--- src/sv/bqlp_pkg.sv ---
// Shared types, constants and the arctangent table of the lowpass coefficient calculator.
`default_nettype none
package bqlp_pkg;

    localparam int XW = 34;
    localparam int DW = 40;

    localparam logic [1:0] ST_OK    = 2'd0;
    localparam logic [1:0] ST_QZERO = 2'd1;
    localparam logic [1:0] ST_CLAMP = 2'd2;

    localparam logic [27:0] ISR_RESET   = 28'd22906492;
    localparam logic [30:0] HALF_PI_Q30 = 31'd1686629713;
    localparam logic signed [XW-1:0] CORDIC_X0 = 34'sd652032874;
    localparam logic signed [XW-1:0] ONE_Q30   = 34'sd1073741824;

    typedef struct packed {
        logic [15:0] q;
        logic [15:0] g;
        logic        neg_cos;
        logic [1:0]  status;
    } t_tag;

    typedef struct packed {
        logic signed [XW-1:0] x;
        logic signed [XW-1:0] y;
        logic signed [XW-1:0] z;
        t_tag                 tag;
    } t_rot;

    function automatic logic signed [XW-1:0] atan_q30(input logic [4:0] idx);
        logic [31:0] v;
        case (idx)
            5'd0:  v = 32'h3243F6A8;
            5'd1:  v = 32'h1DAC6705;
            5'd2:  v = 32'h0FADBAFC;
            5'd3:  v = 32'h07F56EA6;
            5'd4:  v = 32'h03FEAB76;
            5'd5:  v = 32'h01FFD55B;
            5'd6:  v = 32'h00FFFAAA;
            5'd7:  v = 32'h007FFF55;
            5'd8:  v = 32'h003FFFEA;
            5'd9:  v = 32'h001FFFFD;
            5'd10: v = 32'h000FFFFF;
            5'd11: v = 32'h0007FFFF;
            5'd12: v = 32'h0003FFFF;
            5'd13: v = 32'h0001FFFF;
            5'd14: v = 32'h0000FFFF;
            5'd15: v = 32'h00007FFF;
            5'd16: v = 32'h00003FFF;
            5'd17: v = 32'h00001FFF;
            5'd18: v = 32'h00000FFF;
            5'd19: v = 32'h000007FF;
            5'd20: v = 32'h000003FF;
            5'd21: v = 32'h000001FF;
            5'd22: v = 32'h000000FF;
            5'd23: v = 32'h0000007F;
            5'd24: v = 32'h0000003F;
            5'd25: v = 32'h0000001F;
            5'd26: v = 32'h0000000F;
            5'd27: v = 32'h00000008;
            5'd28: v = 32'h00000004;
            5'd29: v = 32'h00000002;
            5'd30: v = 32'h00000001;
            default: v = 32'h00000000;
        endcase
        return signed'(XW'(v));
    endfunction

endpackage
`default_nettype wire

--- src/sv/bqlp_cordic_cell.sv ---
// One rotation step of the sine and cosine chain.
`default_nettype none
module bqlp_cordic_cell import bqlp_pkg::*; #(
    parameter int STEP = 0
) (
    input  logic i_clk,
    input  logic i_rst_n,
    input  logic i_valid,
    output logic o_ready,
    input  t_rot i_rot,
    output logic o_valid,
    input  logic i_ready,
    output t_rot o_rot
);

    logic r_v;
    t_rot r_rot;
    t_rot n_rot;
    logic w_go;
    logic signed [XW-1:0] w_dx, w_dy, w_at;

    assign w_go    = !r_v || i_ready;
    assign o_ready = w_go;
    assign o_valid = r_v;
    assign o_rot   = r_rot;

    always_comb begin
        w_dx  = i_rot.y >>> STEP;
        w_dy  = i_rot.x >>> STEP;
        w_at  = atan_q30(5'(STEP));
        n_rot = i_rot;
        if (!i_rot.z[XW-1]) begin
            n_rot.x = i_rot.x - w_dx;
            n_rot.y = i_rot.y + w_dy;
            n_rot.z = i_rot.z - w_at;
        end else begin
            n_rot.x = i_rot.x + w_dx;
            n_rot.y = i_rot.y - w_dy;
            n_rot.z = i_rot.z + w_at;
        end
    end

    always_ff @(posedge i_clk) begin
        if (!i_rst_n) begin
            r_v <= 1'b0;
        end else if (w_go) begin
            r_v <= i_valid;
        end
        if (w_go && i_valid) begin
            r_rot <= n_rot;
        end
    end

endmodule
`default_nettype wire

--- config.mk ---
export PLATFORM = sky130hd
export DESIGN_NAME = bqlp_cordic_cell
export DESIGN_NICKNAME = d
export VERILOG_FILES = /design/src/sv/bqlp_pkg.sv /design/src/sv/bqlp_cordic_cell.sv
export SDC_FILE = /design/constraint.sdc
export NUM_CORES = 1
export LEC_CHECK = 0
export ABC_AREA = 0
export ABC_CLOCK_PERIOD_IN_PS = 4730
export BUFFER_PORTS_ARGS = -buffer_cell sky130_fd_sc_hd__buf_2
export CORE_MARGIN = 2
export CORE_UTILIZATION = 27
export CTS_CLUSTER_SIZE = 28
export DETAILED_ROUTE_END_ITERATION = 12
export HOLD_SLACK_MARGIN = 0.06
export PLACE_DENSITY = 0.55
export SYNTH_ARGS = -nofsm -noshare
export SYNTH_HDL_FRONTEND = slang
export SYNTH_SLANG_ARGS = --single-unit
--- constraint.sdc ---
create_clock -name i_clk -period 4.73 [get_ports i_clk]
set_clock_uncertainty 0.2 [all_clocks]
set_input_delay 0.2365 -clock i_clk [delete_from_list [all_inputs] [get_ports i_clk]]
set_output_delay 0.2365 -clock i_clk [all_outputs]
set_load 0.02 [all_outputs]
==> impl_metrics.csv <==
group,metric,value,unit
status,status,"finished clean",
routing,wl_per_cell,18.30,microns
power,ir_worst_vdd,245.2,uV
die,io_pins,280,
sta,setup_slack,1.167,ns
sta,grt_setup_unrepaired,"false",
sta,hold_ws,0.1050,ns
yosys,yosysSeqAreaShare,0.3517,
clock_tree,cts_tree,"yes",
place,place_ws,1.082,ns
routing,dr.pass1.iters,5,
worst_setup_path,cp_max_fo,5,
clock_tree,htree_levels,4,
place,gp_congestion,0.9239,
place,portBuffers,279,
sta,min_period,3.563,ns
routing,vias,10859,
sta,tightest_slew,0.8391,ns
global_route,antenna_found_initial,2,
power,p_total,4432,uW
job,drv_cap,0,
yosys,ys_types,70,
die,row_count,76,
routing,met1Wirelength,18.16,mm
clock_tree,cts_made_buffers,17,
finish,stdcell_count,2169,
finish,final_common_cell,"buf_2",
global_route,grt_overflow,0,
clock_tree,clock_path_buffers,2,
finish,nets,1842,
routing,drc,0,
routing,met2_wirelength,18.41,mm
global_route,grt_max_degree,77,
sta,relSlewSlack,0.4333,
routing,wl_met3,2.180,mm
die,dieArea,44900,sq um
routing,highest_layer,"met4",
sta,fin_crit_sh,0.7534,
finish,area_growth,25.54,%
worst_setup_path,cp-start-kind,"primary input",
sta,setup_violations,0,
sta,finalHoldViolations,0,
routing,drt-initial-drc-count,804,
clock_tree,worst_skew_pair.late_latency,0.43,ns
global_route,grt_pass1_wl,59.44,mm
yosys,ys_ff_latch,137,
worst_setup_path,cp_data_required_time,4.71,ns
global_route,grt_pass1_vias,10492,
yosys,synth_edf_count,136,
worst_setup_path,endpoint_kind,"register",
sta,setup_tns,0,ns
clock_tree,clk_pin_slew,0.06,ns
place,place_inst,2091,
finish,mostFrequentLayoutCells,"buf_2, edfxtp_1, ha_1",
min_path,hold_path.class,"in2reg",
place,post-dp-hpwl,31.99,mm
routing,routed_wl,39.69,mm
die,die_h,211.9,microns
die,core-area,42890,sq um
finish,drive_above_1_share,0.2130,
global_route,grt_usage,0.1725,
yosys,synth_area,11670,sq um
worst_setup_path,crit_type,"in2reg",
clock_tree,root_buffer,"clkbuf_16",
power,powerDensity,302.5,nW/um^2
clock_tree,cts_setup_buffers,0,
die,start_util,0.2721,
routing,viasPerCell,5.006,
die,die_width,211.9,microns
yosys,syn_inst,1275,
yosys,ys.flop_type,"edfxtp_1",
sta,fmaxAchievable,280.6,MHz
sta,drv_slew,0,
routing,ant_nets,0,
clock_tree,cts.sinks,137,
yosys,synth_nets,1548,
yosys,yosys_warnings,0,
power,p_leak,0.006403,uW
yosys,async_flop_share,0,
worst_setup_path,worstPathArrival,3.54,ns
yosys,syn_avg_cell_area,9.153,sq um
## metal layers
| metal | up-vias | global-route usage |
|---|---|---|
| li1 | 5283 | - |
| met1 | 5147 | 0.2292 |
| met2 | 379 | 0.2817 |
| met3 | 50 | 0.03041 |
| met4 | 0 | 0.05877 |
| met5 | - | 0 |
## cell usage after synthesis, types with 5 or more instances
library cell  number  area [sq um]
edfxtp_1         136          4084
ha_1             128          1602
a21oi_1          124         620.6
inv_1            110         412.9
nor2_1           104         390.4
o21ai_0           71         355.3
xnor2_1           63         551.8
nand2_1           62         232.7
a21o_1            41         307.8
nor3_1            28         140.1
clkbuf_1          26         97.59
nand3_1           24         120.1
a211oi_1          22         165.2
o21bai_1          20         150.1
nand2b_1          19         118.9
xor2_1            19         166.4
buf_2             15         75.07
mux2i_1           15         150.1
o31ai_1           15         112.6
and3_1            14         87.58
nand4_1           14         87.58
o21a_1            14         105.1
a31oi_1           13         81.33
nor2b_1           13         81.33
o211ai_1          13         97.59
buf_1             11         41.29
a211o_1           10         87.58
nor4_1             8         50.05
o221ai_1           8         70.07
a21boi_0           7         52.55
a221oi_1           7         61.31
and2_1             6         37.54
a2111oi_0          5         43.79
a31o_2             5         43.79
o311ai_0           5         43.79
or2_2              5         31.28
or4_1              5         37.54
## repair_timing
item,CTS,global route
hold buffers,44,0
gates resized for setup,0,0
endpoints found under the hold margin,42,0
## state kept, by name, indices dropped and copies added, names as in the netlist
signal   count
o_rot      136
o_valid      1
## power by group
| group | switching (uW) | internal (uW) |
|---|---|---|
| registers | 42.7 | 1530 |
| logic | 992 | 561 |
| clock network | 530 | 774 |
## per-stage QoR
step	utilization	instance area (sq um)
after floorplan	-	11670
after global placement	0.3178	13630
after detailed placement	0.3178	13630
after CTS	0.3415	14650
after global routing	0.3416	14650
final	0.3416	14650
## area by class of cell
class | count | area (sq um)
Multi-Input combinational cell | 968 | 6893
Clock buffer | 17 | 425.4
Inverter | 114 | 427.9
Clock inverter | 15 | 151.4
Sequential cell | 137 | 4104
Antenna cell | 2 | 5.005
Tap cell | 585 | 732.0
Timing Repair Buffer | 331 | 1912
Fill cell | 4482 | 28240
## cells by family after synthesis
logic type | count (synthesis) | synth area share
compound gates | 425 | 0.2426
xor+xnor | 82 | 0.06154
simple gates | 313 | 0.1283
buf+inv | 170 | 0.05790
mux | 16 | 0.01383
flops | 137 | 0.3517
fa+ha+maj | 132 | 0.1441
## critical path, stage by stage
cell and delay (ns):
dlygate4sd3_1 0.54, buf_2 0.16, fa_1 0.49, a211oi_2 0.25, nor2_1 0.10, o31a_1 0.30
a211o_1 0.32, a311o_1 0.47, a21oi_4 0.24, nor3_1 0.08, or3b_1 0.35
## worst paths after layout
| path | startpoint | endpoint | slack (ns) | cells after the start |
|---|---|---|---|---|
| worst min register to register | o_valid$_SDFFE_PN0N_ | o_rot[18]$_DFFE_PP_ | 0.88 | 2 |
| worst max register to register | o_valid$_SDFFE_PN0N_ | o_rot[30]$_DFFE_PP_ | 2.53 | 3 |
| worst min-delay path | i_rot[67] | o_rot[68]$_DFFE_PP_ | 0.10 | 3 |
| worst max-delay path | i_rot[38] | o_rot[64]$_DFFE_PP_ | 1.17 | 11 |
(Power assumes the default switching activity.)
