$ cat config.mk
export PLATFORM = sky130hd
export DESIGN_NAME = bqlp_div_cell
export DESIGN_NICKNAME = d
export VERILOG_FILES = /design/src/sv/bqlp_pkg.sv /design/src/sv/bqlp_div_cell.sv
export SDC_FILE = /design/constraint.sdc
export NUM_CORES = 1
export LEC_CHECK = 0
export ABC_CLOCK_PERIOD_IN_PS = 20600
export BUFFER_PORTS_ARGS = -buffer_cell sky130_fd_sc_hd__buf_2
export CORE_AREA = 2 2 207 209
export CTS_CLUSTER_SIZE = 28
export DETAILED_ROUTE_END_ITERATION = 10
export DIE_AREA = 0 0 209 211
export GPL_ROUTABILITY_DRIVEN = 0
export PLACE_DENSITY_LB_ADDON = 0.15
export SETUP_SLACK_MARGIN = 0.3
export SYNTH_ARGS = -nofsm -noshare
export SYNTH_HDL_FRONTEND = slang
export SYNTH_SLANG_ARGS = --single-unit
export TNS_END_PERCENT = 5
$ cat constraint.sdc
create_clock -name i_clk -period 20.6 [get_ports i_clk]
set_clock_uncertainty 0.2 [all_clocks]
set_input_delay 2.06 -clock i_clk [delete_from_list [all_inputs] [get_ports i_clk]]
set_output_delay 2.06 -clock i_clk [all_outputs]
set_load 0.02 [all_outputs]
$ cat src/sv/bqlp_pkg.sv
// Shared types, constants and the arctangent table of the lowpass coefficient calculator.
`default_nettype none
package bqlp_pkg;

    localparam int XW = 34;
    localparam int DW = 40;

    localparam logic [1:0] ST_OK    = 2'd0;
    localparam logic [1:0] ST_QZERO = 2'd1;
    localparam logic [1:0] ST_CLAMP = 2'd2;

    localparam logic [27:0] ISR_RESET   = 28'd22906492;
    localparam logic [30:0] HALF_PI_Q30 = 31'd1686629713;
    localparam logic signed [XW-1:0] CORDIC_X0 = 34'sd652032874;
    localparam logic signed [XW-1:0] ONE_Q30   = 34'sd1073741824;

    typedef struct packed {
        logic [15:0] q;
        logic [15:0] g;
        logic        neg_cos;
        logic [1:0]  status;
    } t_tag;

    typedef struct packed {
        logic signed [XW-1:0] x;
        logic signed [XW-1:0] y;
        logic signed [XW-1:0] z;
        t_tag                 tag;
    } t_rot;

    function automatic logic signed [XW-1:0] atan_q30(input logic [4:0] idx);
        logic [31:0] v;
        case (idx)
            5'd0:  v = 32'h3243F6A8;
            5'd1:  v = 32'h1DAC6705;
            5'd2:  v = 32'h0FADBAFC;
            5'd3:  v = 32'h07F56EA6;
            5'd4:  v = 32'h03FEAB76;
            5'd5:  v = 32'h01FFD55B;
            5'd6:  v = 32'h00FFFAAA;
            5'd7:  v = 32'h007FFF55;
            5'd8:  v = 32'h003FFFEA;
            5'd9:  v = 32'h001FFFFD;
            5'd10: v = 32'h000FFFFF;
            5'd11: v = 32'h0007FFFF;
            5'd12: v = 32'h0003FFFF;
            5'd13: v = 32'h0001FFFF;
            5'd14: v = 32'h0000FFFF;
            5'd15: v = 32'h00007FFF;
            5'd16: v = 32'h00003FFF;
            5'd17: v = 32'h00001FFF;
            5'd18: v = 32'h00000FFF;
            5'd19: v = 32'h000007FF;
            5'd20: v = 32'h000003FF;
            5'd21: v = 32'h000001FF;
            5'd22: v = 32'h000000FF;
            5'd23: v = 32'h0000007F;
            5'd24: v = 32'h0000003F;
            5'd25: v = 32'h0000001F;
            5'd26: v = 32'h0000000F;
            5'd27: v = 32'h00000008;
            5'd28: v = 32'h00000004;
            5'd29: v = 32'h00000002;
            5'd30: v = 32'h00000001;
            default: v = 32'h00000000;
        endcase
        return signed'(XW'(v));
    endfunction

endpackage
`default_nettype wire

$ cat src/sv/bqlp_div_cell.sv
// One restoring division step applied to the three coefficient quotients.
`default_nettype none
module bqlp_div_cell import bqlp_pkg::*; #(
    parameter int COEF_FRAC_BITS = 26
) (
    input  logic i_clk,
    input  logic i_rst_n,
    input  logic i_valid,
    output logic o_ready,
    input  logic [3*DW+3*(COEF_FRAC_BITS+6)+DW+4-1:0] i_div,
    output logic o_valid,
    input  logic i_ready,
    output logic [3*DW+3*(COEF_FRAC_BITS+6)+DW+4-1:0] o_div
);

    localparam int QW = COEF_FRAC_BITS + 6;

    typedef struct packed {
        logic [DW-1:0] d;
        logic [DW-1:0] r_b0;
        logic [DW-1:0] r_a1;
        logic [DW-1:0] r_a2;
        logic [QW-1:0] nq_b0;
        logic [QW-1:0] nq_a1;
        logic [QW-1:0] nq_a2;
        logic          neg_a1;
        logic          neg_a2;
        logic [1:0]    status;
    } t_div;

    function automatic logic [DW+QW-1:0] div_step(input logic [DW-1:0] d,
                                                  input logic [DW-1:0] r,
                                                  input logic [QW-1:0] nq);
        logic [DW:0] r2;
        logic [DW:0] diff;
        r2   = {r, nq[QW-1]};
        diff = r2 - {1'b0, d};
        if (!diff[DW]) begin
            return {diff[DW-1:0], nq[QW-2:0], 1'b1};
        end
        return {r2[DW-1:0], nq[QW-2:0], 1'b0};
    endfunction

    logic r_v;
    t_div r_div;
    t_div w_in;
    t_div n_div;
    logic w_go;

    assign w_go    = !r_v || i_ready;
    assign o_ready = w_go;
    assign o_valid = r_v;
    assign o_div   = r_div;
    assign w_in    = i_div;

    always_comb begin
        n_div = w_in;
        {n_div.r_b0, n_div.nq_b0} = div_step(w_in.d, w_in.r_b0, w_in.nq_b0);
        {n_div.r_a1, n_div.nq_a1} = div_step(w_in.d, w_in.r_a1, w_in.nq_a1);
        {n_div.r_a2, n_div.nq_a2} = div_step(w_in.d, w_in.r_a2, w_in.nq_a2);
    end

    always_ff @(posedge i_clk) begin
        if (!i_rst_n) begin
            r_v <= 1'b0;
        end else if (w_go) begin
            r_v <= i_valid;
        end
        if (w_go && i_valid) begin
            r_div <= n_div;
        end
    end

endmodule
`default_nettype wire

==> out/qor.csv <==
stage,metric,value,unit
routing,Via density,5.299,
worst_setup_path,"Arr. time, crit path",5.74,ns
global_route,initial antenna violation count,18,
worst_setup_path,Worst Setup EP,o_div[181],
routing,Routed WL per cell,21.32,um
sta,final hold violation count,0,
die,IO Pins,526,
cells_and_area,Area Overhead vs Synth,25.70,%
worst_setup_path,critical path peak fanout,40,
cts,CTS tree,yes,
global_route,vias in the first global route,13397,
yosys,top post-synthesis cells by area,"edfxtp_1, ha_1, a21o_1",
yosys,Synth area leader,edfxtp_1,
routing,drt first pass iters,6,
placed_design,Post-Place Setup Slack,14.38,ns
worst_setup_path,"slowest stage cell, crit path",buf_4,
die,Initial Util,39.03,%
routing,post-route ant nets,0,
yosys,synth unique cells,80,
routing,Post-route DRC,0,
worst_hold_path,Worst Hold Class,reg2reg,
global_route,Tot GR Track Use,23.56,%
sta,# setup viols final,0,
sta,Fmax,178.4,MHz
worst_setup_path,RR Endpoint,o_div[101],
cts,CTS H-tree lvls,1,
worst_setup_path,"Critical Path, Cell by Cell",buf_2 -> ha_1 -> inv_1 -> fa_1 -> a211o_1 -> nand4_1 -> a21o_1 -> o31ai_2 -> o21ai_2 -> o31ai_4 -> a221oi_2 -> xor2_4 -> buf_4 -> mux2_2,
worst_hold_path,hold path depth,2,
cts,CTS root buffer,clkbuf_16,
sta,"Slew Viols, Final",0,
die,Die X-Extent,209,um
cts,clk sinks,261,
sta,Tmin final,5.607,ns
cts,post-CTS resize count,0,
yosys,"Net Count, Synth",1834,
sta,RSZ-0062 raised after global routing,false,
yosys,Post-synth EDFFs,260,
placed_design,DP HPWL,44120,um
die,DIE HEIGHT,211,um
cells_and_area,share of cells above drive strength 1,34.56,%
global_route,first-pass GRT wire length,78400,um
sta,Relative slew margins,32.52,%
cts,clock latency on the worst-skew pair,0.58,ns
power,Leak Pwr,0.009151,uW
worst_setup_path,CP Class,in2reg,
yosys,most frequent cell after synthesis,edfxtp_1,
yosys,Yosys Warn Count,0,
routing,WL final,54100,um
placed_design,PortBufs,525,
power,pwr/cell area,82.62,nW/um2
sta,setup TNS,0,ns
cts,clock slew at reported path FFs,0.06,ns
sta,Tcrit/Tclk final,27.22,%
routing,vias,13449,
yosys,Seq cells post-synth,261,
cts,CTS Hold Buffers Added,0,
yosys,syn_area_per_cell,11.26,um2
worst_setup_path,CP required,20.73,ns
yosys,register area share after synthesis,48.03,%
power,largest vdd supply drop,0.00006709,V
sta,worst setup margin,14.99,ns
global_route,maximum number of pins on one net before global-route repair,81,
cts,CTS Buf Count,31,
cts,Post-CTS Setup Inserts,0,
yosys,share of the synthesized area in the top cell type,47.91,%
routing,1st-iter DRT viols,808,
worst_setup_path,worst r2r src,o_valid,
die,# rows,75,
yosys,Post-synth ARST share,0,%
worst_setup_path,Crit. Startpoint,i_div[220],
yosys,Commonest cells post-synth,"edfxtp_1, nand2_1, ha_1",
yosys,Mapped Cells,1447,
worst_setup_path,crit start category,primary input,
yosys,dominant synthesized flop cell,edfxtp_1,
sta,worst slew pin tran,1.012,ns
job,number of max-cap violations,0,
cts,CTS Buffer Depth,3,
die,Die Area,44100,um2
die,Core Area,41760,um2
worst_setup_path,CP peak stage delay,0.61,ns
worst_setup_path,Critical Path End Type,flip-flop,
yosys,Synth Cell Area,16300,um2
cells_and_area,final net count,2355,
run_status,run status,"complete, no violations",
worst_setup_path,internal reg-to-reg setup slack,16.79,ns
global_route,Overflow after GRT,0,
worst_setup_path,FF-to-FF path depth,5,
-- flip-flops by register name, indices dropped and copies added (netlist names) --
signal,flops
o_valid,1
o_div,260
-- layout by cell type, fill, tap and decap left out, types with 6 or more instances in the layout --
| cell | netlist | layout |
|---|---|---|
| nor2b_1 | 11 | 11 |
| clkinv_2 | 0 | 7 |
| nor3_1 | 30 | 30 |
| clkbuf_16 | 0 | 31 |
| mux2_2 | 44 | 44 |
| o41ai_1 | 8 | 8 |
| nand3_1 | 27 | 27 |
| ha_1 | 120 | 120 |
| edfxtp_1 | 260 | 260 |
| and2_1 | 13 | 12 |
| a21oi_1 | 107 | 107 |
| o31ai_1 | 9 | 9 |
| a211oi_1 | 15 | 15 |
| buf_2 | 1 | 525 |
| nand4_1 | 15 | 15 |
| diode_2 | 0 | 8 |
| nand2b_1 | 8 | 8 |
| o21bai_1 | 19 | 19 |
| mux2_4 | 36 | 36 |
| a211o_1 | 8 | 8 |
| o211ai_1 | 7 | 7 |
| o21ai_1 | 15 | 15 |
| buf_4 | 8 | 7 |
| xor2_1 | 34 | 34 |
| mux2i_1 | 6 | 6 |
| o21a_1 | 13 | 13 |
| a21boi_0 | 6 | 6 |
| xnor2_1 | 61 | 61 |
| a31oi_1 | 14 | 14 |
| a21o_1 | 79 | 79 |
| o21ai_0 | 88 | 88 |
| and3_1 | 16 | 16 |
| inv_1 | 73 | 73 |
| nor2_1 | 58 | 58 |
| nand2_1 | 127 | 127 |
-- cell families (layout without fill, tap and decap cells) --
| family | after synthesis | after routing | share of synthesized area [%] |
|---|---|---|---|
| other | 0 | 8 | 0 |
| xor gates and xnor gates | 97 | 97 | 5.305 |
| AOI/OAI and AO/OA | 437 | 437 | 17.86 |
| buffers and inverters | 117 | 661 | 3.071 |
| DFF | 261 | 261 | 48.03 |
| and+or+nand+nor | 326 | 326 | 9.428 |
| muxes | 86 | 86 | 6.726 |
| adders and majority gates | 123 | 123 | 9.582 |
-- worst min-delay path by stage --
stage,start,endpoint
2_1_floorplan,o_valid,o_valid
3_3_place_gp,o_valid,o_valid
3_5_place_dp,o_valid,o_valid
4_1_cts,o_valid,o_valid
5_1_grt,o_valid,o_valid
6_report,o_valid,o_valid
-- power by group --
part / total (uW) / switching, uW / internal [uW] / leakage (uW)
combinational: 483 / 289 / 193 / 0.00614
sequential: 665 / 13.2 / 652 / 0.00253
clock: 545 / 230 / 315 / 0.000484
-- critical path, delay by kind of cell --
kind                       cells  cell delay, ns
AOI/OAI and AO/OA              6            1.43
buffers and inverters          3            0.82
adders and majority gates      2            0.61
muxes                          1            0.41
xor gates and xnor gates       1            0.19
and+or+nand+nor                1            0.16
-- per-layer routing --
metal | GRT usage, % | vias to the layer above | part of all wire, %
met5 | 0 | - | 0.22
met4 | 8.227 | 16 | 2.9
met3 | 5.189 | 91 | 6.2
met2 | 40.20 | 392 | 48
met1 | 29.51 | 6394 | 42
li1 | - | 6556 | -
-- per-stage QoR --
stage	utilization, %	total power (uW)	hold slack, ns	instance area, um2	std cells
6_report	49.06	1693	0.3405	20490	2538
5_1_grt	49.05	1770	0.3810	20480	2537
4_1_cts	49.01	1712	0.3449	20470	2530
3_5_place_dp	46.60	1157	0.3311	19460	2474
3_3_place_gp	46.60	1153	0.3212	19460	2474
2_1_floorplan	-	1014	0.5496	16300	1447
-- cell type report --
class	instances	area, um2
antenna	8	20.02
timing repair buffer	532	2680
fill	3892	21270
inverter	73	274.0
clock inverter	22	220.2
sequential	261	7828
clock buffer	34	787.0
tap	539	674.4
multi-input combinational	1069	8003
Note: power is estimated with default switching activity, not from simulation.
