--- src/sv/bqlp_pkg.sv ---
// Shared types, constants and the arctangent table of the lowpass coefficient calculator.
`default_nettype none
package bqlp_pkg;

    localparam int XW = 34;
    localparam int DW = 40;

    localparam logic [1:0] ST_OK    = 2'd0;
    localparam logic [1:0] ST_QZERO = 2'd1;
    localparam logic [1:0] ST_CLAMP = 2'd2;

    localparam logic [27:0] ISR_RESET   = 28'd22906492;
    localparam logic [30:0] HALF_PI_Q30 = 31'd1686629713;
    localparam logic signed [XW-1:0] CORDIC_X0 = 34'sd652032874;
    localparam logic signed [XW-1:0] ONE_Q30   = 34'sd1073741824;

    typedef struct packed {
        logic [15:0] q;
        logic [15:0] g;
        logic        neg_cos;
        logic [1:0]  status;
    } t_tag;

    typedef struct packed {
        logic signed [XW-1:0] x;
        logic signed [XW-1:0] y;
        logic signed [XW-1:0] z;
        t_tag                 tag;
    } t_rot;

    function automatic logic signed [XW-1:0] atan_q30(input logic [4:0] idx);
        logic [31:0] v;
        case (idx)
            5'd0:  v = 32'h3243F6A8;
            5'd1:  v = 32'h1DAC6705;
            5'd2:  v = 32'h0FADBAFC;
            5'd3:  v = 32'h07F56EA6;
            5'd4:  v = 32'h03FEAB76;
            5'd5:  v = 32'h01FFD55B;
            5'd6:  v = 32'h00FFFAAA;
            5'd7:  v = 32'h007FFF55;
            5'd8:  v = 32'h003FFFEA;
            5'd9:  v = 32'h001FFFFD;
            5'd10: v = 32'h000FFFFF;
            5'd11: v = 32'h0007FFFF;
            5'd12: v = 32'h0003FFFF;
            5'd13: v = 32'h0001FFFF;
            5'd14: v = 32'h0000FFFF;
            5'd15: v = 32'h00007FFF;
            5'd16: v = 32'h00003FFF;
            5'd17: v = 32'h00001FFF;
            5'd18: v = 32'h00000FFF;
            5'd19: v = 32'h000007FF;
            5'd20: v = 32'h000003FF;
            5'd21: v = 32'h000001FF;
            5'd22: v = 32'h000000FF;
            5'd23: v = 32'h0000007F;
            5'd24: v = 32'h0000003F;
            5'd25: v = 32'h0000001F;
            5'd26: v = 32'h0000000F;
            5'd27: v = 32'h00000008;
            5'd28: v = 32'h00000004;
            5'd29: v = 32'h00000002;
            5'd30: v = 32'h00000001;
            default: v = 32'h00000000;
        endcase
        return signed'(XW'(v));
    endfunction

endpackage
`default_nettype wire

--- src/sv/bqlp_prep.sv ---
// Sine and cosine clamp, divisor and numerator products, and divider setup.
`default_nettype none
module bqlp_prep import bqlp_pkg::*; #(
    parameter int COEF_FRAC_BITS = 26
) (
    input  logic i_clk,
    input  logic i_rst_n,
    input  logic i_valid,
    output logic o_ready,
    input  t_rot i_rot,
    output logic o_valid,
    input  logic i_ready,
    output logic [3*DW+3*(COEF_FRAC_BITS+6)+DW+4-1:0] o_div
);

    localparam int QW = COEF_FRAC_BITS + 6;
    localparam int NW = 64 + COEF_FRAC_BITS + 1;

    typedef struct packed {
        logic [DW-1:0] d;
        logic [DW-1:0] r_b0;
        logic [DW-1:0] r_a1;
        logic [DW-1:0] r_a2;
        logic [QW-1:0] nq_b0;
        logic [QW-1:0] nq_a1;
        logic [QW-1:0] nq_a2;
        logic          neg_a1;
        logic          neg_a2;
        logic [1:0]    status;
    } t_div;

    logic w_go1, w_go2, w_go3;
    logic r_v1, r_v2, r_v3;

    logic [30:0] w_s, w_cm;
    logic [31:0] w_ompc;
    logic [38:0] w_twoq;
    logic        w_a2neg;

    logic [DW-1:0] r1_d, r1_a2mag;
    logic          r1_a1neg, r1_a2neg;
    logic [30:0]   r1_cm;
    logic [31:0]   r1_ompc;
    logic [15:0]   r1_q, r1_g;
    logic [1:0]    r1_status;

    logic [DW-1:0] r2_d, r2_a2mag;
    logic          r2_a1neg, r2_a2neg;
    logic [47:0]   r2_mb0;
    logic [46:0]   r2_ma1;
    logic [15:0]   r2_q;
    logic [1:0]    r2_status;

    logic [DW-1:0] r3_d, r3_a2mag;
    logic          r3_a1neg, r3_a2neg;
    logic [63:0]   r3_nb0;
    logic [46:0]   r3_ma1;
    logic [1:0]    r3_status;

    logic [NW-1:0] w_nb0, w_na1, w_na2;
    t_div          w_div;

    assign w_go3   = !r_v3 || i_ready;
    assign w_go2   = !r_v2 || w_go3;
    assign w_go1   = !r_v1 || w_go2;
    assign o_ready = w_go1;
    assign o_valid = r_v3;

    always_comb begin
        if (i_rot.y[XW-1]) begin
            w_s = '0;
        end else if (i_rot.y > ONE_Q30) begin
            w_s = 31'h4000_0000;
        end else begin
            w_s = i_rot.y[30:0];
        end
        if (i_rot.x[XW-1]) begin
            w_cm = '0;
        end else if (i_rot.x > ONE_Q30) begin
            w_cm = 31'h4000_0000;
        end else begin
            w_cm = i_rot.x[30:0];
        end
        w_ompc  = i_rot.tag.neg_cos ? (32'h4000_0000 + 32'(w_cm))
                                    : (32'h4000_0000 - 32'(w_cm));
        w_twoq  = {i_rot.tag.q, 23'd0};
        w_a2neg = 39'(w_s) > w_twoq;
    end

    always_comb begin
        w_nb0 = (NW'(r3_nb0) << (COEF_FRAC_BITS + 1)) >> 20;
        w_na1 = (NW'(r3_ma1) << (COEF_FRAC_BITS + 1)) >> 6;
        w_na2 = NW'(r3_a2mag) << (COEF_FRAC_BITS + 1);
        w_div.d      = r3_d;
        w_div.r_b0   = w_nb0[QW +: DW];
        w_div.r_a1   = w_na1[QW +: DW];
        w_div.r_a2   = w_na2[QW +: DW];
        w_div.nq_b0  = w_nb0[QW-1:0];
        w_div.nq_a1  = w_na1[QW-1:0];
        w_div.nq_a2  = w_na2[QW-1:0];
        w_div.neg_a1 = r3_a1neg;
        w_div.neg_a2 = r3_a2neg;
        w_div.status = r3_status;
    end

    assign o_div = w_div;

    always_ff @(posedge i_clk) begin
        if (!i_rst_n) begin
            r_v1 <= 1'b0;
            r_v2 <= 1'b0;
            r_v3 <= 1'b0;
        end else begin
            if (w_go1) begin
                r_v1 <= i_valid;
            end
            if (w_go2) begin
                r_v2 <= r_v1;
            end
            if (w_go3) begin
                r_v3 <= r_v2;
            end
        end
        if (w_go1 && i_valid) begin
            r1_d      <= DW'(w_twoq) + DW'(w_s);
            r1_a2mag  <= w_a2neg ? DW'(39'(w_s) - w_twoq) : DW'(w_twoq - 39'(w_s));
            r1_a2neg  <= w_a2neg;
            r1_a1neg  <= !i_rot.tag.neg_cos && (w_cm != 31'd0);
            r1_cm     <= w_cm;
            r1_ompc   <= w_ompc;
            r1_q      <= i_rot.tag.q;
            r1_g      <= i_rot.tag.g;
            r1_status <= i_rot.tag.status;
        end
        if (w_go2 && r_v1) begin
            r2_d      <= r1_d;
            r2_a2mag  <= r1_a2mag;
            r2_a2neg  <= r1_a2neg;
            r2_a1neg  <= r1_a1neg;
            r2_mb0    <= 48'(r1_ompc) * 48'(r1_g);
            r2_ma1    <= 47'(r1_cm) * 47'(r1_q);
            r2_q      <= r1_q;
            r2_status <= r1_status;
        end
        if (w_go3 && r_v2) begin
            r3_d      <= r2_d;
            r3_a2mag  <= r2_a2mag;
            r3_a2neg  <= r2_a2neg;
            r3_a1neg  <= r2_a1neg;
            r3_nb0    <= 64'(r2_mb0) * 64'(r2_q);
            r3_ma1    <= r2_ma1;
            r3_status <= r2_status;
        end
    end

endmodule
`default_nettype wire

--- config.mk ---
export PLATFORM = sky130hd
export DESIGN_NAME = bqlp_prep
export DESIGN_NICKNAME = d
export VERILOG_FILES = /design/src/sv/bqlp_pkg.sv /design/src/sv/bqlp_prep.sv
export SDC_FILE = /design/constraint.sdc
export NUM_CORES = 2
export LEC_CHECK = 0
export BUFFER_PORTS_ARGS = -buffer_cell sky130_fd_sc_hd__buf_2
export CORE_MARGIN = 5
export CORE_UTILIZATION = 39
export CTS_CLUSTER_SIZE = 24
export DETAILED_ROUTE_END_ITERATION = 8
export HOLD_SLACK_MARGIN = 0.12
export PLACE_DENSITY = 0.65
export SLEW_MARGIN = 0
export SYNTH_ARGS = -nofsm -noshare
export SYNTH_HDL_FRONTEND = slang
export SYNTH_SLANG_ARGS = --single-unit
--- constraint.sdc ---
create_clock -name i_clk -period 26.6 [get_ports i_clk]
set_input_delay 5.32 -clock i_clk [delete_from_list [all_inputs] [get_ports i_clk]]
set_output_delay 5.32 -clock i_clk [all_outputs]
set_load 0.05 [all_outputs]
==> results.toml <==
[detailed_routing]
via_count = 53450
drt-total-wl_mm = 201.8
antenna_left = 0
dr.pass1.iters = 6
drcViolationCount = 0
routedWlPerCell_um = 19.18
drtIter0Drc = 3259
vias_per_cell = 5.079

[yosys]
synth_common_cells = "1737 x inv_1, 1466 x fa_1, 1352 x nand2_1"
yosysMostFrequentCell = "inv_1"
synthArstFlopShare_pct = 0
ys.flop_type = "edfxtp_1"
synthesis.area_um2 = 76500
yosys.area.top_type_share_pct = 38.37
yosysWarnings = 0
yosys.area.top_type = "fa_1"
yosysSeqAreaShare_pct = 22.26
synth-seq-cells = 568
avgSynthCellArea_um2 = 9.872
synth_edf_count = 565
ys_types = 80
synthCells = 7749
synth.area.top_cells = "fa_1 38%, edfxtp_1 22%, inv_1 8.5%, nand2_1 6.6%, ha_1 6.5%"

[floorplanning]
die_h_um = 452.9
start_util_pct = 39.23
die_w_um = 452.9
fp.coreArea_um2 = 195000
num_rows = 162
die_area_um2 = 205100
ios = 403

[cts]
clock_sinks = 568
post_cts_buffers = 0
cts-root-buf = "clkbuf_16"
cts_buffer_depth = 3
cts_tree = "done"
clk_latency_ns = 0.71
cts-hold-fix-buffers = 0
clkSlewWorstSetupHoldPaths_ns = 0.06
cts_resized = 0
cts_buffers = 67
htree_levels = 3

[grt]
grt_pass1_wl_mm = 322.4
grt_use_total_pct = 19.94
grt_pass1_vias = 58630
grt_max_degree = 175
antenna_found_initial = 20
gr-total-overflow = 0

[worst_hold_path]
hold_end = "r3_d[26]"
whs_path_depth = 0
min_from = "r2_d[26]"
hold_path.class = "register to register"

[place]
pre_cts_ws_ns = 14.88
place.gp.congestion = 0.8966
dpl.hpwl_mm = 149.4
io_buffers = 303
placed_area_um2 = 80290

[timing]
maxSlewHeadroom_pct = 17.95
tns_ns = 0
final-setup-viol-count = 0
worst_slew_pin_slew_ns = 1.231
fin_crit_ns = 11.71
rsz0062_at_grt = "no"
min_period_over_period_pct = 44.03
slew_violations = 0
hold_viol_final = 0
fmax_mhz = 85.38
skew_ns = 0.05482
worst_slack_ns = 14.89

[run_status]
status = "finished clean"

[setup_path]
r2r_slack_ns = 17.76
rr_worst_depth = 22
cp.required_ns = 21.28
cp.arrival_ns = 6.39
cp_max_fo = 6
r2r_start = "r2_q[1]"
start_kind = "primary input"
reg2reg_to = "r3_nb0[58]"
path_class = "primary input to primary output"
endpoint_kind = "primary output"

[finish]
area_growth_pct = 7.980
fin_nets = 9844
finalInstanceArea_um2 = 82600
drive_above_1_share_pct = 6.288
post-route-util_pct = 42.36
fillers = 18810

[run]
cap_violations = 0
[cells in the final DEF, fill, tap and decap left out, types with 13 or more instances in the layout]
master	n
inv_1	1737
fa_1	1466
nand2_1	1352
and2_1	617
edfxtp_1	565
ha_1	400
buf_2	303
a21oi_1	194
xnor2_1	135
nor2_1	117
a21o_1	105
o21ai_0	104
xor2_1	72
buf_4	72
clkbuf_16	67
conb_1	65
nand3_1	50
nor3_1	32
and3_1	31
o21bai_1	28
nor2b_1	25
nand4_1	21
nand2b_1	21
a31oi_1	20
o21a_1	18
nor4_1	16
a211oi_1	16
clkinv_1	15
o211ai_1	14
o31ai_1	13
[per-stage QoR]
stage | cells | hold WS (ns)
after global routing | 10520 | 0.4081
final | 10520 | 0.4039
after detailed placement | 10390 | 0.4045
after global placement | 10390 | 0.4007
after floorplan | 7813 | 0.4003
after CTS | 10510 | 0.4056
[kinds of logic (layout without fill, tap and decap cells)]
kind of cell               count (synthesis)  count (layout)  share of synthesized area (%)
adders and majority gates               1866            1866                          44.91
xor gates and xnor gates                 207             207                          2.370
AOI/OAI and AO/OA                        594             594                          4.994
buffers and inverters                   2159            2234                          10.95
DFF                                      568             568                          22.26
muxes                                      8               8                         0.1063
and+or+nand+nor                         2346            2346                          14.41
other                                      1              77                       0.004902
[registers in the layout, summed over array words and instances (netlist names), 2 cells and up]
register and flops:
r2_ma1 47, r1_d 40, r2_d 40, r3_nb0 64, r3_ma1 47, r3_a2mag 39, r1_a2mag 39, r3_status 2
r3_d 40, r1_g 16, r1_q 16, r2_a2mag 39, r1_ompc 31, r2_status 2, r1_status 2, r2_mb0 48
r2_q 16, r1_cm 31
[per-layer routing]
metal	GRT usage, %	vias up	wire [um]
li1	-	23370	-
met4	9.259	10	10980
met1	23.98	27420	75440
met5	0	-	69
met3	5.530	496	19300
met2	33.29	2149	96050
[area by class of cell]
type | instances | area (um2) | area share (%)
Antenna cell | 12 | 30.03 | 0.03635
Clock buffer | 78 | 1718 | 2.080
Clock inverter | 42 | 564.3 | 0.6831
Inverter | 1738 | 6524 | 7.898
Multi-Input combinational cell | 5086 | 51380 | 62.20
Sequential cell | 568 | 17030 | 20.61
Tap cell | 2624 | 3283 | 3.975
Timing Repair Buffer | 376 | 2077 | 2.514
[critical path: stages]
cell	delay (ns)
buf_2	0.10
nor2b_1	0.55
nand3_1	0.17
buf_2	0.25
[worst max path at each step]
stage / cells past startpoint / end / start / slack (ns)
floorplan: 2 / r2_a1neg / i_ready / 6.17
global placement: 4 / o_ready / i_ready / 14.90
detailed placement: 4 / o_ready / i_ready / 14.88
CTS: 4 / o_ready / i_ready / 14.87
global route: 4 / o_ready / i_ready / 14.80
finish: 4 / o_ready / i_ready / 14.89
Power is left out: the tool's default activity adds up to more than one toggle a clock period on the data nets, which glitch-free logic cannot reach.
