[src/sv/bqlp_pkg.sv]
// Shared types, constants and the arctangent table of the lowpass coefficient calculator.
`default_nettype none
package bqlp_pkg;

    localparam int XW = 34;
    localparam int DW = 40;

    localparam logic [1:0] ST_OK    = 2'd0;
    localparam logic [1:0] ST_QZERO = 2'd1;
    localparam logic [1:0] ST_CLAMP = 2'd2;

    localparam logic [27:0] ISR_RESET   = 28'd22906492;
    localparam logic [30:0] HALF_PI_Q30 = 31'd1686629713;
    localparam logic signed [XW-1:0] CORDIC_X0 = 34'sd652032874;
    localparam logic signed [XW-1:0] ONE_Q30   = 34'sd1073741824;

    typedef struct packed {
        logic [15:0] q;
        logic [15:0] g;
        logic        neg_cos;
        logic [1:0]  status;
    } t_tag;

    typedef struct packed {
        logic signed [XW-1:0] x;
        logic signed [XW-1:0] y;
        logic signed [XW-1:0] z;
        t_tag                 tag;
    } t_rot;

    function automatic logic signed [XW-1:0] atan_q30(input logic [4:0] idx);
        logic [31:0] v;
        case (idx)
            5'd0:  v = 32'h3243F6A8;
            5'd1:  v = 32'h1DAC6705;
            5'd2:  v = 32'h0FADBAFC;
            5'd3:  v = 32'h07F56EA6;
            5'd4:  v = 32'h03FEAB76;
            5'd5:  v = 32'h01FFD55B;
            5'd6:  v = 32'h00FFFAAA;
            5'd7:  v = 32'h007FFF55;
            5'd8:  v = 32'h003FFFEA;
            5'd9:  v = 32'h001FFFFD;
            5'd10: v = 32'h000FFFFF;
            5'd11: v = 32'h0007FFFF;
            5'd12: v = 32'h0003FFFF;
            5'd13: v = 32'h0001FFFF;
            5'd14: v = 32'h0000FFFF;
            5'd15: v = 32'h00007FFF;
            5'd16: v = 32'h00003FFF;
            5'd17: v = 32'h00001FFF;
            5'd18: v = 32'h00000FFF;
            5'd19: v = 32'h000007FF;
            5'd20: v = 32'h000003FF;
            5'd21: v = 32'h000001FF;
            5'd22: v = 32'h000000FF;
            5'd23: v = 32'h0000007F;
            5'd24: v = 32'h0000003F;
            5'd25: v = 32'h0000001F;
            5'd26: v = 32'h0000000F;
            5'd27: v = 32'h00000008;
            5'd28: v = 32'h00000004;
            5'd29: v = 32'h00000002;
            5'd30: v = 32'h00000001;
            default: v = 32'h00000000;
        endcase
        return signed'(XW'(v));
    endfunction

endpackage
`default_nettype wire

[src/sv/bqlp_phase.sv]
// Front stages: phase product, Nyquist clamp, quadrant fold and angle scaling.
`default_nettype none
module bqlp_phase import bqlp_pkg::*; (
    input  logic        i_clk,
    input  logic        i_rst_n,
    input  logic        i_valid,
    output logic        o_ready,
    input  logic [23:0] i_centre_freq,
    input  logic [15:0] i_resonance_q,
    input  logic [15:0] i_gain_value,
    input  logic [27:0] i_inv_sample_rate,
    output logic        o_valid,
    input  logic        i_ready,
    output t_rot        o_rot
);

    localparam logic [51:0] NYQ = 52'h8000_0000_0000;

    logic        r_va, r_vb, r_vc;
    logic [51:0] r_p;
    t_tag        r_tag_a, r_tag_b;
    logic [30:0] r_t;
    t_rot        r_rot;

    logic        w_go_a, w_go_b, w_go_c;
    logic [51:0] w_pc;
    logic [31:0] w_t;
    logic        w_fold;
    logic [31:0] n_t;
    t_tag        n_tag_b;
    logic [61:0] w_prod;
    logic [31:0] w_z;

    assign w_go_c  = !r_vc || i_ready;
    assign w_go_b  = !r_vb || w_go_c;
    assign w_go_a  = !r_va || w_go_b;
    assign o_ready = w_go_a;
    assign o_valid = r_vc;
    assign o_rot   = r_rot;

    always_comb begin
        w_pc   = (r_p >= NYQ) ? NYQ : r_p;
        w_t    = 32'((w_pc + 52'h8000) >> 16);
        w_fold = w_t > 32'h4000_0000;
        n_t    = w_fold ? (32'h8000_0000 - w_t) : w_t;
        n_tag_b = r_tag_a;
        n_tag_b.neg_cos = w_fold;
        if (r_tag_a.status != ST_QZERO && r_p >= NYQ) begin
            n_tag_b.status = ST_CLAMP;
        end
        w_prod = 62'(r_t) * 62'(HALF_PI_Q30);
        w_z    = 32'((w_prod + 62'h2000_0000) >> 30);
    end

    always_ff @(posedge i_clk) begin
        if (!i_rst_n) begin
            r_va <= 1'b0;
            r_vb <= 1'b0;
            r_vc <= 1'b0;
        end else begin
            if (w_go_a) begin
                r_va <= i_valid;
            end
            if (w_go_b) begin
                r_vb <= r_va;
            end
            if (w_go_c) begin
                r_vc <= r_vb;
            end
        end
        if (w_go_a && i_valid) begin
            r_p           <= 52'(i_centre_freq) * 52'(i_inv_sample_rate);
            r_tag_a.q     <= i_resonance_q;
            r_tag_a.g     <= i_gain_value;
            r_tag_a.neg_cos <= 1'b0;
            r_tag_a.status  <= (i_resonance_q == 16'd0) ? ST_QZERO : ST_OK;
        end
        if (w_go_b && r_va) begin
            r_t     <= n_t[30:0];
            r_tag_b <= n_tag_b;
        end
        if (w_go_c && r_vb) begin
            r_rot.x   <= CORDIC_X0;
            r_rot.y   <= '0;
            r_rot.z   <= signed'(XW'(w_z));
            r_rot.tag <= r_tag_b;
        end
    end

endmodule
`default_nettype wire

[config.mk]
export PLATFORM = sky130hd
export DESIGN_NAME = bqlp_phase
export DESIGN_NICKNAME = d
export VERILOG_FILES = /design/src/sv/bqlp_pkg.sv /design/src/sv/bqlp_phase.sv
export SDC_FILE = /design/constraint.sdc
export NUM_CORES = 2
export LEC_CHECK = 0
export BUFFER_PORTS_ARGS = -buffer_cell sky130_fd_sc_hd__buf_2
export CORE_MARGIN = 2
export CORE_UTILIZATION = 60
export DETAILED_ROUTE_END_ITERATION = 12
export PLACE_DENSITY = 0.78
export SKIP_LAST_GASP = 1
export SYNTH_ARGS = -nofsm -noshare
export SYNTH_HDL_FRONTEND = slang
export SYNTH_SLANG_ARGS = --single-unit
[constraint.sdc]
create_clock -name i_clk -period 9.8 [get_ports i_clk]
set_clock_uncertainty 0.05 [all_clocks]
set_input_delay 1.96 -clock i_clk [delete_from_list [all_inputs] [get_ports i_clk]]
set_output_delay 1.96 -clock i_clk [all_outputs]
set_load 0.005 [all_outputs]
==> results list <==
- Number of post-CTS setup repair buffers: 0
- 0 antenna diodes ended up in the layout.
- Total setup violations reported at the end of the flow: 0
- Layout cells sized above 1: 5.553%
- At the pin with the least slew margin, the transition time is 0.8828 ns.
- In this run, synthesis produced a sequential element count of 206.
- Gates resized during post-CTS repair numbered 0.
- Max-slew violation count: 0
- The worst setup path is launched from an input pin.
- For this run, asynchronously set or reset flops after synthesis account for 0%.
- Worst min-delay path startpoint: n_tag_b[21]
* Data arrival time of the worst path: 9.27 ns
- The first global-routing pass estimated 169600 µm of wire.
- By area the synthesized netlist is led by sky130_fd_sc_hd__fa_1 (41%), sky130_fd_sc_hd__ha_1 (15%), sky130_fd_sc_hd__edfxtp_1 (14%), sky130_fd_sc_hd__inv_1 (9.1%), sky130_fd_sc_hd__and2_1 (5.0%).
- Setup repair after global routing left no endpoint under its margin.
- Clock Tree Root: sky130_fd_sc_hd__clkbuf_16
* Most frequent CP cell: sky130_fd_sc_hd__fa_1
* Avg WL per Cell: 19.04 µm
- Based on the critical path, the design can be clocked at up to 110.4 MHz.
- After global routing the overflow that remains totals 0.
* Critical Path Slowest Stage Cell: sky130_fd_sc_hd__fa_1
* Number of fillers in the final layout: 5932
- Slew margin rel.: 41.15%
- The clock drives 206 sinks.
* Number of placement rows: 100
* Total number of nets in the final design: 6031
- For the worst setup path, the data required time is 10.01 ns.
- The critical path in this run is classified as in -> reg.
- After detailed routing, the number of vias per cell comes to 5.489.
- Number of instances in the synthesized netlist: 4432
- Synthesis Warnings: 0
* Pre-Repair DR Iteration Count: 6
- Global routing used 27.89% of the available tracks across all layers.
* Deepest level of the CTS H-tree: 1
* Via count: 30030
* Count of cells along the worst register-to-register path: 22
* Crit path max-delay family: adder cells
- On the worst path, the slowest cell contributes a delay of 0.65 ns.
* Synth area leader: sky130_fd_sc_hd__fa_1
* Seq/Total Area, Yosys: 13.72%
- Number of global-route vias before repair: 32180
- The worst register-to-register path begins at r_t[4].
- The number of antenna violations at the first check in global routing came to 0.
- Clock tree from TritonCTS: yes
- Post-synthesis average cell area: 10.13 µm²
- For this run, design rule violations remaining after detail routing come to 0.
- Routability-driven placement finished with a final weighted congestion of 0.9673.
* Clock-pin slew reported for the worst setup and hold paths after clock tree synthesis: 0.06 ns
- The clock reaches the later pin of the worst-skew pair after 0.55 ns.
- The flow ran to the end, and the final reports show no timing, DRC or antenna violations.
- The commonest cells after synthesis are sky130_fd_sc_hd__inv_1 (1088), sky130_fd_sc_hd__fa_1 (917), sky130_fd_sc_hd__ha_1 (537).
- The die is 277.5 µm tall.
- Count of final hold-check violations: 0
- For flop-to-flop paths, the worst setup slack is 1.98 ns.
* Total clock buffers created by CTS: 20
- The worst setup path is captured at a flop.
- Hold endpoint: r_tag_b[21]
- Final-layout setup total negative slack: 0 ns
* Post-Synthesis Cell Area: 0.04488 mm²
* 1st-iter DRT viols: 2071
- Sum of routed wire length over all layers: 104200 µm
* Core area: 0.07420 mm²
- Hold-fix buffers, CTS: 0
- The critical path contains buffers and inverters numbering 5 combined.
- Buffers from clock root to sink, at most: 3
* Die Outline Area: 0.07701 mm²
* Leading register cell type out of synthesis: sky130_fd_sc_hd__edfxtp_1
- Of all nets on the critical path, the largest fanout is 28.
- Counting flops with a built-in enable in the synthesized netlist gives 203.
* Final HPWL DP: 88160 µm
- The count of nets left with antenna violations once routing finished came out at 0.
* Period utilization: 92.46%
- Type of the worst min-delay path: reg -> reg
* Boundary pin count: 227
* Signed area change from the synthesized netlist to the final layout: 4.714%
- Shortest period the worst path allows: 9.061 ns
- List of cells traversed by the critical path: buf_2 -> nand2_1 -> fa_1 -> fa_1 -> inv_1 -> fa_1 -> fa_1 -> fa_1 -> fa_1 -> inv_1 -> fa_1 -> inv_1 -> ha_1 -> nand4_1 -> nor2_1 -> o2111ai_1 -> a31oi_1 -> o21ai_0 -> o31ai_1 -> buf_4 -> a31oi_1 -> o41ai_1 -> xnor2_1
* Port Buf Inserts: 156
- The worst hold path was traced through 0 stages.
* Worst r2r dst: o_rot[64]
- Cell with the most instances after synthesis: sky130_fd_sc_hd__inv_1
* Share of the synthesized area in the top cell type: 40.90%
* Initial core utilization: 60.49%
- Measured along the x axis, the die boundary spans 277.5 µm.
* Distinct cell type count of the synthesized netlist: 72
* Max-cap viol count: 0
- Entering global routing, the biggest net connects 68 pins.
-- kinds of logic (layout without fill, tap and decap cells) --
logic type	Yosys count	in the layout	share of synthesized area, %
flip-flops	206	206	13.72
XOR/XNOR	119	119	2.322
adder cells (fa/ha/maj)	1454	1454	55.87
buffers and inverters	1313	1315	11.66
AO/OA/AOI/OAI	332	332	4.770
AND/OR/NAND/NOR	998	998	11.45
multiplexers	8	8	0.1896
other	2	70	0.01673
-- final cells by class --
type / instances / area, µm² / share of cell area [%]
Multi-Input combinational cell: 2981 / 33780 / 71.89
Sequential cell: 206 / 6156 / 13.10
Inverter: 1089 / 4088 / 8.698
Tap cell: 969 / 1212 / 2.580
Timing Repair Buffer: 191 / 1044 / 2.220
Clock buffer: 22 / 518.0 / 1.102
Clock inverter: 13 / 195.2 / 0.4153
-- how the worst max path moves through the flow --
stage | startpoint | end | slack [ns] | cells after the start
after floorplan | i_centre_freq[3] | r_p[51] | 0.88 | 24
after global placement | i_centre_freq[10] | r_p[51] | 0.44 | 24
after detailed placement | i_centre_freq[10] | r_p[51] | 0.25 | 24
after CTS | i_centre_freq[10] | r_p[51] | 0.79 | 24
after global routing | i_centre_freq[9] | r_p[51] | 0.34 | 23
final | i_centre_freq[9] | r_p[51] | 0.74 | 23
-- layout by cell type, fill, tap and decap left out, drive strengths merged, types with 16 or more instances in the layout --
cell type,netlist,final
xor2,46,46
nand3,38,38
o21ai,66,66
nand2,383,383
nand4,26,26
nor3,23,23
inv,1089,1090
a31oi,20,20
edfxtp,203,203
buf,91,191
a21o,49,49
and3,23,23
fa,917,917
clkbuf,133,22
and2,359,359
xnor2,73,73
nor2,75,75
conb,2,70
nor4,16,16
ha,537,537
a21oi,100,100
-- worst register-to-register path, stage by stage (launching register included) --
cell and delay, ns:
sky130_fd_sc_hd__edfxtp_1 0.86, sky130_fd_sc_hd__inv_1 0.31, sky130_fd_sc_hd__fa_1 0.57, sky130_fd_sc_hd__fa_1 0.55, sky130_fd_sc_hd__inv_1 0.05, sky130_fd_sc_hd__fa_1 0.36, sky130_fd_sc_hd__ha_1 0.29, sky130_fd_sc_hd__inv_1 0.05
sky130_fd_sc_hd__fa_1 0.52, sky130_fd_sc_hd__inv_1 0.04, sky130_fd_sc_hd__fa_1 0.50, sky130_fd_sc_hd__fa_1 0.42, sky130_fd_sc_hd__ha_1 0.29, sky130_fd_sc_hd__ha_1 0.31, sky130_fd_sc_hd__and4_1 0.21, sky130_fd_sc_hd__nand4_1 0.12
sky130_fd_sc_hd__nor3_1 0.48, sky130_fd_sc_hd__o21ai_1 0.13, sky130_fd_sc_hd__buf_4 0.19, sky130_fd_sc_hd__a211oi_1 0.62, sky130_fd_sc_hd__o2111a_1 0.35, sky130_fd_sc_hd__or2_2 0.14, sky130_fd_sc_hd__o311ai_0 0.15
-- per-layer routing --
| metal | track usage, % | part of all wire [%] |
|---|---|---|
| met4 | 6.926 | 2.6 |
| met2 | 46.64 | 48 |
| met5 | 0 | 0 |
| met1 | 37.93 | 41 |
| met3 | 4.969 | 8.6 |
-- sequential cells by signal, indices dropped and copies added, names as in the netlist --
name / count
r_t: 31
r_tag_b: 35
r_va: 1
o_rot: 67
n_tag_b: 32
o_valid: 1
r_tag_a: 1
r_vb: 1
r_p: 37
-- stage by stage --
step / hold slack (ns) / setup WS, ns / area (µm²) / util (%) / cells
global placement: 0.3503 / 0.4426 / 46280 / 62.38 / 5436
floorplan: 0.3503 / 0.8836 / 45140 / - / 4500
finish: 0.3666 / 0.7388 / 47000 / 63.34 / 5471
CTS: 0.3684 / 0.7863 / 47000 / 63.34 / 5471
detailed placement: 0.3545 / 0.2529 / 46280 / 62.38 / 5436
global route: 0.3722 / 0.3406 / 47000 / 63.34 / 5471
Power is not shown: default switching activity piles up to over one toggle a cycle in this logic, so the estimate is an artifact.
